==> src/drm_pkg.sv <==
`default_nettype none
package drm_pkg;

	localparam int DEPTH = 16;
	localparam int IW    = $clog2(DEPTH);
	localparam int CW    = $clog2(DEPTH + 1);
	localparam int DW    = 18;   // unsaturated cover size
	localparam int AW    = 2 * DW;
	localparam int SW    = AW + 4; // running area sum

	localparam logic [1:0] KIND_RECT   = 2'd0;
	localparam logic [1:0] KIND_CANVAS = 2'd1;
	localparam logic [1:0] KIND_DRAIN  = 2'd2;

	typedef enum logic [2:0] {
		ST_IGNORED  = 3'd0,
		ST_SUPER    = 3'd1,
		ST_MERGED   = 3'd2,
		ST_CONGLOM  = 3'd3,
		ST_APPENDED = 3'd4,
		ST_OVERFLOW = 3'd5,
		ST_EMIT     = 3'd6,
		ST_EMPTY    = 3'd7
	} st_t;

	typedef enum logic [1:0] { W_B, W_M, W_P } wsrc_t;
	typedef enum logic [1:0] { A_IDX, A_ZERO, A_CNT } wadr_t;

	// stored entry
	typedef struct packed {
		logic signed [15:0] x;
		logic signed [15:0] y;
		logic [14:0]        w;
		logic [14:0]        h;
	} ent_t;

	// working rectangle, size not yet saturated
	typedef struct packed {
		logic signed [15:0] x;
		logic signed [15:0] y;
		logic [DW-1:0]      w;
		logic [DW-1:0]      h;
	} bx_t;

	typedef struct packed {
		logic  ld_ins;
		logic  prep;
		logic  cmp;
		logic  mul;
		logic  step;
		logic  idx_clr;
		logic  pop;
		logic  inc_cnt;
		logic  wr;
		wsrc_t wsrc;
		wadr_t wadr;
		logic  pend_clr;
		logic  pend_ld;
		logic  res_v;
		st_t   res_st;
		logic  res_last;
	} cmd_t;

	typedef struct packed {
		logic hab;
		logic hba;
		logic mok;
		logic cok;
		logic at_end;
		logic full;
		logic empty;
		logic pend_v;
	} flg_t;

	function automatic bx_t widen(ent_t e);
		bx_t b;
		b.x = e.x;
		b.y = e.y;
		b.w = {{(DW-15){1'b0}}, e.w};
		b.h = {{(DW-15){1'b0}}, e.h};
		return b;
	endfunction

	function automatic ent_t sat(bx_t b);
		ent_t e;
		e.x = b.x;
		e.y = b.y;
		e.w = (b.w > DW'(32767)) ? 15'h7fff : b.w[14:0];
		e.h = (b.h > DW'(32767)) ? 15'h7fff : b.h[14:0];
		return e;
	endfunction

	function automatic logic signed [19:0] far(logic signed [15:0] p, logic [DW-1:0] d);
		return $signed({{4{p[15]}}, p}) + $signed({{(20-DW){1'b0}}, d});
	endfunction

	function automatic logic signed [19:0] sx(logic signed [15:0] p);
		return $signed({{4{p[15]}}, p});
	endfunction

	// a holds b
	function automatic logic holds(bx_t a, bx_t b);
		return (a.x <= b.x) && (a.y <= b.y) &&
			(far(a.x, a.w) >= far(b.x, b.w)) && (far(a.y, a.h) >= far(b.y, b.h));
	endfunction

	function automatic bx_t bbox(bx_t a, bx_t b);
		bx_t c;
		logic signed [19:0] r2;
		logic signed [19:0] b2;
		logic signed [19:0] dw;
		logic signed [19:0] dh;
		c.x = (a.x < b.x) ? a.x : b.x;
		c.y = (a.y < b.y) ? a.y : b.y;
		r2 = (far(a.x, a.w) > far(b.x, b.w)) ? far(a.x, a.w) : far(b.x, b.w);
		b2 = (far(a.y, a.h) > far(b.y, b.h)) ? far(a.y, a.h) : far(b.y, b.h);
		dw = r2 - sx(c.x);
		dh = b2 - sx(c.y);
		c.w = dw[DW-1:0];
		c.h = dh[DW-1:0];
		if (a.w == '0 || a.h == '0) c = b;
		else if (b.w == '0 || b.h == '0) c = a;
		return c;
	endfunction

endpackage
`default_nettype wire

==> src/drm_ctrl.sv <==
`default_nettype none
module drm_ctrl
	import drm_pkg::*;
(
	input  wire logic       clk,
	input  wire logic       arst_n,
	input  wire logic       start,
	input  wire logic [1:0] kind,
	input  wire flg_t       flg,
	output cmd_t            cmd,
	output logic            busy
);

	typedef enum logic [8:0] {
		S_IDLE = 9'b000000001,
		S_PREP = 9'b000000010,
		S_CHK  = 9'b000000100,
		S_CMP  = 9'b000001000,
		S_MUL  = 9'b000010000,
		S_DEC  = 9'b000100000,
		S_OCMP = 9'b001000000,
		S_OWR  = 9'b010000000,
		S_DCHK = 9'b100000000
	} state_t;

	state_t state_q, state_d;
	logic   drn_q, drn_d;

	always_ff @(posedge clk or negedge arst_n) begin
		if (!arst_n) begin
			state_q <= S_IDLE;
			drn_q   <= 1'b0;
		end else begin
			state_q <= state_d;
			drn_q   <= drn_d;
		end
	end

	assign busy = (state_q != S_IDLE);

	always_comb begin
		cmd          = '0;
		cmd.wsrc     = W_B;
		cmd.wadr     = A_IDX;
		cmd.res_st   = ST_IGNORED;
		cmd.res_last = 1'b1;
		state_d      = state_q;
		drn_d        = drn_q;
		unique case (state_q)
			S_IDLE: begin
				if (start) begin
					drn_d = (kind == KIND_DRAIN);
					if (kind == KIND_DRAIN) begin
						cmd.pend_clr = 1'b1;
						state_d      = S_DCHK;
					end else begin
						cmd.ld_ins = 1'b1;
						state_d    = S_PREP;
					end
				end
			end
			S_PREP: begin
				cmd.prep = 1'b1;
				state_d  = S_CHK;
			end
			S_CHK: begin
				if (!flg.at_end) begin
					state_d = S_CMP;
				end else if (drn_q) begin
					// survivor: flush the held one, hold this one
					cmd.res_v    = flg.pend_v;
					cmd.res_st   = ST_EMIT;
					cmd.res_last = 1'b0;
					cmd.pend_ld  = 1'b1;
					state_d      = S_DCHK;
				end else if (!flg.full) begin
					cmd.wr      = 1'b1;
					cmd.wsrc    = W_B;
					cmd.wadr    = A_CNT;
					cmd.inc_cnt = 1'b1;
					cmd.res_v   = 1'b1;
					cmd.res_st  = ST_APPENDED;
					state_d     = S_IDLE;
				end else begin
					cmd.idx_clr = 1'b1;
					state_d     = S_OCMP;
				end
			end
			S_CMP: begin
				cmd.cmp = 1'b1;
				state_d = S_MUL;
			end
			S_MUL: begin
				cmd.mul = 1'b1;
				state_d = S_DEC;
			end
			S_DEC: begin
				if (drn_q) begin
					if (flg.hab) begin
						state_d = S_DCHK;
					end else if (flg.mok) begin
						cmd.wr   = 1'b1;
						cmd.wsrc = W_M;
						state_d  = S_DCHK;
					end else begin
						cmd.step = 1'b1;
						state_d  = S_CHK;
					end
				end else begin
					priority if (flg.hab) begin
						cmd.res_v  = 1'b1;
						cmd.res_st = ST_IGNORED;
						state_d    = S_IDLE;
					end else if (flg.hba) begin
						cmd.wr     = 1'b1;
						cmd.wsrc   = W_B;
						cmd.res_v  = 1'b1;
						cmd.res_st = ST_SUPER;
						state_d    = S_IDLE;
					end else if (flg.mok) begin
						cmd.wr     = 1'b1;
						cmd.wsrc   = W_M;
						cmd.res_v  = 1'b1;
						cmd.res_st = ST_MERGED;
						state_d    = S_IDLE;
					end else if (flg.cok) begin
						cmd.wr     = 1'b1;
						cmd.wsrc   = W_P;
						cmd.wadr   = A_ZERO;
						cmd.res_v  = 1'b1;
						cmd.res_st = ST_CONGLOM;
						state_d    = S_IDLE;
					end else begin
						cmd.step = 1'b1;
						state_d  = S_CHK;
					end
				end
			end
			S_OCMP: begin
				cmd.cmp = 1'b1;
				state_d = S_OWR;
			end
			S_OWR: begin
				cmd.wr     = 1'b1;
				cmd.wsrc   = W_M;
				cmd.res_v  = 1'b1;
				cmd.res_st = ST_OVERFLOW;
				state_d    = S_IDLE;
			end
			S_DCHK: begin
				if (flg.empty) begin
					cmd.res_v  = 1'b1;
					cmd.res_st = flg.pend_v ? ST_EMIT : ST_EMPTY;
					state_d    = S_IDLE;
				end else begin
					cmd.pop = 1'b1;
					state_d = S_PREP;
				end
			end
			default: state_d = S_IDLE;
		endcase
	end

endmodule
`default_nettype wire

==> config.mk <==
export PLATFORM = sky130hd
export DESIGN_NAME = drm_ctrl
export DESIGN_NICKNAME = d
export VERILOG_FILES = /design/src/drm_pkg.sv /design/src/drm_ctrl.sv
export SDC_FILE = /design/constraint.sdc
export NUM_CORES = 1
export LEC_CHECK = 0
export ABC_CLOCK_PERIOD_IN_PS = 4200
export BUFFER_PORTS_ARGS = -buffer_cell sky130_fd_sc_hd__buf_4
export CORE_ASPECT_RATIO = 0.9
export CORE_MARGIN = 1
export CORE_UTILIZATION = 30
export DETAILED_ROUTE_END_ITERATION = 8
export GPL_ROUTABILITY_DRIVEN = 0
export MAX_ROUTING_LAYER = met4
export SLEW_MARGIN = 20
export SYNTH_ARGS = -nofsm -noshare
export SYNTH_HDL_FRONTEND = slang
export SYNTH_SLANG_ARGS = --single-unit
==> constraint.sdc <==
create_clock -name clk -period 4.2 [get_ports clk]
set_input_delay 0.21 -clock clk [delete_from_list [all_inputs] [get_ports clk]]
set_output_delay 0.21 -clock clk [all_outputs]
set_load 0.02 [all_outputs]
==> results.tsv, run 1 <==
stage	metric	value	unit
synth	mean post-synth cell area	8.781	um2
power_and_ir_drop	combinational power share	0.537	
die	# IOs	34	
worst_setup_path	Data required, critical path	3.99	ns
power_and_ir_drop	switching power	262.5	uW
synth	Cell Area, Synth	983.4	um2
synth	Synth Register Bits	10	
final_layout	diode count	0	
final_layout	ratio of cells with drive above 1 in the final layout	0.3819	
sta	Tcrit/Tclk final	0.5980	
global_route	largest net degree at the start of global routing	15	
clock_tree	CTS tree	yes	
sta	endpoints failing hold	0	
synth	Synth cell types	45	
outcome	status	complete, no violations	
route	DR DRC count	0	
clock_tree	total CTS buffers	3	
route	wire per inst	14.10	um
place	Post-DP Area	1242	um2
route	final WL	2622	um
synth	top cells by count, synth	18 x nor2_1, 9 x dfrtp_1, 8 x nand2_1, 7 x inv_1, 6 x nand2b_1	
synth	asr flop ratio synth	1.000	
die	Rows	19	
clock_tree	H-tree levels	1	
power_and_ir_drop	P_leak	0.0006451	uW
sta	Final Setup Violations	0	
synth	yosys warns	0	
synth	largest area contributor in the netlist	dfrtp_1	
synth	dominant cells by area after synthesis	dfrtp_1 23%, nor2_1 6.9%, nand4_4 4.3%, nor4_4 4.3%, nand2b_1 3.8%	
place	Port Buffers	33	
route	drt first pass iters	4	
die	Initial Util	0.3182	
power_and_ir_drop	switching share of total power	0.4683	
worst_setup_path	critical path capture point type	output pin	
final_layout	area growth from synthesis to layout	31.04	%
power_and_ir_drop	Clk pwr share	0.162	
worst_setup_path	worst stage delay on the critical path	0.81	ns
clock_tree	Post-CTS Setup Inserts	0	
synth	most numerous cell in the Yosys netlist	nor2_1	
sta	clk_skew	0.001554	ns
global_route	antenna violations before repair	0	
sta	unrepaired setup endpoints after global routing	false	
final_layout	Final #Nets	158	
flow_run	Max-Cap Viols	0	
clock_tree	Clk Latency, worst-skew pair	0.27	ns
synth	Yosys top cell area share	0.2290	
route	vias per cell	5.043	
synth	EDFF count, synth	0	
power_and_ir_drop	Power Dens Cells	435.0	nW/um2
route	vias	938	
global_route	Total GRT Usage	0.1604	
power_and_ir_drop	maximum vdd drop	176.1	uV
worst_setup_path	critical path cell sequence	or4_1 -> nor3_4 -> nand2b_1 -> o311ai_2 -> buf_4	
sta	Final Max Slew Viols	0	
sta	minimum clock period	2.512	ns
final_layout	Fill cells	340	
clock_tree	Sink Count	10	
worst_setup_path	Critical Path Source Type	flip-flop	
power_and_ir_drop	sequential share of power	0.302	
clock_tree	clock slew at reported path FFs	0.07	ns
clock_tree	clk root buf	clkbuf_4	
synth	Synth Instances	112	
die	core area	3090	um2
worst_setup_path	CP Class	reg -> out	
synth	Seq/Total Area, Yosys	0.2557	
global_route	total global routing overflow	0	
die	die height	56.32	um
sta	highest clock rate	0.3982	GHz
synth	Synthesized Nets	125	
die	Die Span X	62.35	um
final_layout	Final Cell Area	1289	um2
die	die area	3511	um2
global_route	first-pass GRT wire length	4264	um
clock_tree	clock buffer depth	2	
place	dpl hpwl	2034	um
synth	Synth Flop Type	dfrtp_1	
hold_path	Tightest Hold Check Type	in -> reg	
sta	Tightest Pin Transition	0.5278	ns
worst_setup_path	CP max-delay cell	or4_1	
route	DRT iter0 DRCs	27	
sta	Slew headroom	0.6481	
sta	Final TNS setup	0	ns
worst_setup_path	Worst EP arrival	2.30	ns
worst_setup_path	worst-path fanout max	9	
global_route	vias in the first global route	836	
route	ANT nets after route	0	
power_and_ir_drop	Int Power	298.0	uW
[path summary, 6_finish.rpt]
kind                            cells past startpoint  slack (ns)    endpoint       start
worst max-delay path                                5        1.69      cmd[1]  state_q[5]
worst min-delay path                                2        0.16  state_q[3]      flg[3]
worst max register to register                      6        2.23  state_q[0]  state_q[5]
worst min register to register                      2        0.64  state_q[4]  state_q[3]
max in group asynchronous                           2        3.68  state_q[0]      arst_n
min in group asynchronous                           2        0.30  state_q[7]      arst_n
[cells by family after synthesis]
logic type / Yosys count / synth area share
AOI/OAI and AO/OA: 18 / 0.1501
DFF: 10 / 0.2557
buffers and inverters: 14 / 0.07378
xor gates and xnor gates: 2 / 0.01781
and+or+nand+nor: 68 / 0.5026
[critical path: cells and delay by family, from the launching register on]
| family | cells | cell delay [ns] |
|---|---|---|
| simple gates | 3 | 1.26 |
| flops | 1 | 0.49 |
| buf+inv | 1 | 0.19 |
| compound gates | 1 | 0.09 |
[state kept, by name (all words and copies together) (netlist names)]
register  count
state_q       9
drn_q         1
[cell usage in the layout (no fill, tap or decap), drive strengths merged]
master,n
buf,33
nor2,19
dfrtp,9
nand2,8
inv,7
nor4,7
nand2b,6
a21oi,5
clkbuf,4
nor3,4
nand3b,3
or4,3
nand4,3
nand3,2
and2,2
and4b,2
xor2,2
o21ai,2
and3,2
o22ai,2
a31oi,2
nand4b,2
or3,2
o211ai,2
or2b,1
o21bai,1
a41oi,1
clkinv,1
o311ai,1
o41ai,1
nor2b,1
a21o,1
nor4b,1
dlygate4sd3,1
dfstp,1
[routing by layer]
metal | global-route usage | share of wire | vias up
met1 | 0.2189 | 0.48 | 437
met2 | 0.2339 | 0.46 | 26
met4 | 0.03987 | 0.0072 | 0
met3 | 0.04472 | 0.046 | 2
li1 | - | - | 473
met5 | - | 0 | -
[timing repair]
| action | in CTS | in global routing |
|---|---|---|
| gates resized for setup | 0 | 0 |
| hold buffers | 1 | 0 |
| endpoints found under the hold margin | 10 | 0 |
[per-stage QoR]
stage          cells  power, uW  worst slack [ns]    util  hold WS [ns]
2_1_floorplan    112      394.1             2.023       -      -0.08559
3_3_place_gp     181      465.1             2.019  0.4020       0.05296
3_5_place_dp     181      467.4             1.966  0.4020       0.05367
4_1_cts          186      562.4             1.653  0.4170        0.1493
5_1_grt          186      601.2             1.523  0.4170        0.1479
6_report         186      560.5             1.688  0.4170        0.1604
[layout make-up]
cell class                 instances  area [um2]  share of cell area
sequential                        10       251.5              0.1951
tap                               42       52.55             0.04078
timing repair buffer              34       257.7              0.2000
inverter                           8       31.28             0.02427
multi-input combinational         88       659.4              0.5116
clock buffer                       4       36.28             0.02816
[power by group through the flow]
| stage | Clock (uW) | Combinational, uW | Sequential (uW) |
|---|---|---|---|
| 6_report | 90.6 | 301 | 169 |
| 5_1_grt | 101 | 326 | 174 |
| 4_1_cts | 94.7 | 299 | 168 |
| 3_5_place_dp | 0 | 297 | 170 |
| 3_3_place_gp | 0 | 297 | 168 |
| 2_1_floorplan | 0 | 260 | 134 |
Note: power is estimated with default switching activity, not from simulation.
==> inputs of run 2 (changes only) <==
--- a/config.mk
+++ b/config.mk
@@ -5,7 +5,7 @@
 export SDC_FILE = /design/constraint.sdc
 export NUM_CORES = 1
 export LEC_CHECK = 0
-export ABC_CLOCK_PERIOD_IN_PS = 4200
+export ABC_CLOCK_PERIOD_IN_PS = 2400
 export BUFFER_PORTS_ARGS = -buffer_cell sky130_fd_sc_hd__buf_4
 export CORE_ASPECT_RATIO = 0.9
 export CORE_MARGIN = 1
==> constraint.sdc (replaced) <==
create_clock -name clk -period 2.4 [get_ports clk]
set_input_delay 0.12 -clock clk [delete_from_list [all_inputs] [get_ports clk]]
set_output_delay 0.12 -clock clk [all_outputs]
set_load 0.02 [all_outputs]
==> run 2 against run 1 <==
Sequential power grew 75%. Combinational power increased by 80%. Register-to-register slack lost 1.7 ns. Clock skew is 0.0031 ns higher. Worst setup slack worse by 1.6 ns. Power increased by 78%. Global-route usage barely moved. Wire length down 0.27%. Hold slack got worse by 0.10 ns. Cell area up 1.2%. Sequential share of layout area down 0.22 points. Clock power is 79% higher. Largest power group unchanged.
==> results.tsv, run 2 (synthesized netlist as in run 1, its figures left out) <==
stage	metric	value	unit	change
outcome	status	complete, no violations		unchanged
worst_setup_path	worst stage delay on the critical path	0.56	ns	was 0.81 ns
worst_setup_path	Crit path max-delay family	simple AND/OR/NAND/NOR gates		unchanged
route	drt first pass iters	5		was 4
worst_setup_path	CP Class	reg -> out		unchanged
global_route	vias in the first global route	900		was 836
die	Initial Util	0.3182		unchanged
clock_tree	clk root buf	clkbuf_4		unchanged
global_route	total global routing overflow	0		unchanged
clock_tree	Clk Latency, worst-skew pair	0.28	ns	was 0.27 ns
final_layout	commonest non-fill, non-tap cell in the layout	buf_4		unchanged
sta	Tcrit/Tclk final	0.9591		
clock_tree	Post-CTS Setup Inserts	0		unchanged
sta	PnR worst setup slack	0.09810	ns	was 1.688 ns
clock_tree	Resized Gates After CTS	0		unchanged
hold_path	Tightest Hold Check Type	in -> reg		unchanged
route	wire per inst	13.91	um	was 14.10 um
sta	endpoints failing hold	0		unchanged
clock_tree	H-tree levels	1		unchanged
worst_setup_path	CP max-delay cell	or4_1		unchanged
clock_tree	CTS tree	yes		unchanged
global_route	met3 Usage GRT	0.03862		was 0.04472
final_layout	ratio of cells with drive above 1 in the final layout	0.3904		was 0.3819
global_route	busiest grt layer	met2		unchanged
place	Post-DP Area	1257	um2	was 1242 um2
route	vias per cell	5.266		was 5.043
power_and_ir_drop	switching power	466.3	uW	was 262.5 uW
die	# IOs	34		unchanged
global_route	met2 Track Usage GR	0.2480		was 0.2339
clock_tree	total CTS buffers	3		unchanged
power_and_ir_drop	Clk pwr share	0.162		about the same
place	pre-CTS WS	0.4162	ns	was 1.966 ns
worst_setup_path	Critical Path Source Type	flip-flop		unchanged
clock_tree	Sink Count	10		unchanged
worst_setup_path	critical path capture point type	output pin		unchanged
place	Port Buffers	33		unchanged
worst_setup_path	setup slack, reg-to-reg	0.58	ns	was 2.23 ns
power_and_ir_drop	combinational power share	0.542		was 0.537
route	DR DRC count	0		unchanged
die	Die Span X	62.35	um	unchanged
power_and_ir_drop	maximum vdd drop	259.3	uV	was 176.1 uV
worst_setup_path	critical path cell sequence	or4_1 -> buf_4 -> nor3_4 -> nand2b_1 -> o311ai_2 -> buf_4		was or4_1 -> nor3_4 -> nand2b_1 -> o311ai_2 -> buf_4
final_layout	area growth from synthesis to layout	32.57	%	was 31.04%
worst_setup_path	r2r worst-path depth	7		was 6
global_route	antenna violations before repair	0		unchanged
final_layout	Fill cells	321		was 340
worst_setup_path	Data required, critical path	2.28	ns	was 3.99 ns
route	final WL	2615	um	was 2622 um
sta	unrepaired setup endpoints after global routing	false		unchanged
route	vias	990		was 938
die	die area	3511	um2	unchanged
die	die height	56.32	um	unchanged
worst_setup_path	r2r startpoint	state_q[4]		was state_q[5]
worst_setup_path	most used cell, CP	buf_4		
sta	highest clock rate	0.4344	GHz	
final_layout	diode count	0		unchanged
die	Rows	19		unchanged
die	core area	3090	um2	unchanged
route	ANT nets after route	0		unchanged
hold_path	Hold Path Depth	2		unchanged
worst_setup_path	Worst EP arrival	2.18	ns	was 2.30 ns
power_and_ir_drop	sequential share of power	0.296		was 0.302
global_route	Total GRT Usage	0.1607		was 0.1604
global_route	first-pass GRT wire length	4291	um	was 4264 um
worst_setup_path	Worst R2R End	state_q[0]		unchanged
sta	Final Setup Violations	0		unchanged
sta	Final Max Slew Viols	0		unchanged
clock_tree	clock buffer depth	2		unchanged
final_layout	Final Cell Area	1304	um2	was 1289 um2
clock_tree	CTS Hold Bufs	1		unchanged
power_and_ir_drop	P_leak	0.0006557	uW	was 0.0006451 uW
final_layout	commonest cells after routing, fill and taps aside	35 x buf_4, 18 x nor2_1, 9 x dfrtp_1		was 33 x buf_4, 18 x nor2_1, 9 x dfrtp_1
route	DRT iter0 DRCs	16		was 27
sta	Tightest Pin Transition	0.5030	ns	was 0.5278 ns
sta	Final TNS setup	0	ns	unchanged
final_layout	number of flip-flops in the largest register	9		unchanged
worst_setup_path	Crit path depth	6		was 5
final_layout	Top reg by flops	state_q		unchanged
sta	minimum clock period	2.302	ns	
place	dpl hpwl	2072	um	was 2034 um
final_layout	Final #Nets	160		was 158
sta	Slew headroom	0.6647		was 0.6481
worst_setup_path	WP buf/inv	2		was 1
global_route	largest net degree at the start of global routing	15		unchanged
clock_tree	clock slew at reported path FFs	0.08	ns	was 0.07 ns
global_route	M1 GR Usage	0.2159		was 0.2189
power_and_ir_drop	switching share of total power	0.4662		was 0.4683
flow_run	Max-Cap Viols	0		unchanged
sta	clk_skew	0.004692	ns	was 0.001554 ns
final_layout	largest registers	state_q (9), drn_q (1)		unchanged
power_and_ir_drop	Int Power	533.8	uW	was 298.0 uW
hold_path	hold path endpoint	state_q[3]		unchanged
hold_path	hold wc startpoint	flg[3]		unchanged
worst_setup_path	worst-path fanout max	8		was 9
power_and_ir_drop	Power Dens Cells	767.2	nW/um2	was 435.0 nW/um2
[run 2: through the flow]
step | instances | total power [uW] | utilization | hold slack [ns]
after floorplan | 112 | 689.6 | - | -0.1756
after global placement | 183 | 834.6 | 0.4069 | -0.03667
after global routing | 188 | 1067 | 0.4219 | 0.07100
after CTS | 188 | 1008 | 0.4219 | 0.05798
after detailed placement | 183 | 840.5 | 0.4069 | -0.03681
final | 188 | 1000 | 0.4219 | 0.06015
[run 2: power groups by stage]
stage               Sequential, uW  Clock, uW  Combinational (uW)
global placement               296          0                 539
CTS                            297        165                 546
global route                   303        169                 596
finish                         296        162                 542
detailed placement             299          0                 542
floorplan                      235          0                 454
[run 2: how the worst max path moves through the flow]
stage / start / to
after floorplan: state_q[1] / cmd[10]
final: state_q[4] / cmd[1]
after global placement: state_q[4] / cmd[2]
after CTS: state_q[4] / cmd[1]
after global routing: state_q[4] / cmd[2]
after detailed placement: state_q[4] / cmd[1]
[run 2: per-layer routing]
layer  up-vias  part of all wire  wire, um
li1        480                 -         -
met1       458              0.47      1239
met2        42              0.45      1187
met3        10             0.057       148
met4         0             0.015        40
met5         -                 0         0
[run 2: final cells by class]
class	instances	area [um2]	area share
Clock buffer	4	36.28	0.02783
Sequential cell	10	251.5	0.1929
Timing Repair Buffer	36	272.8	0.2092
Inverter	8	31.28	0.02399
Tap cell	42	52.55	0.04031
Multi-Input combinational cell	88	659.4	0.5058
[run 2: worst reg2reg max path: stages (launching register included)]
cell      delay (ns)
dfrtp_1         0.48
or4_1           0.56
buf_4           0.21
nor2_8          0.15
nand4_4         0.13
clkinv_2        0.10
a21oi_2         0.04
o211ai_2        0.07
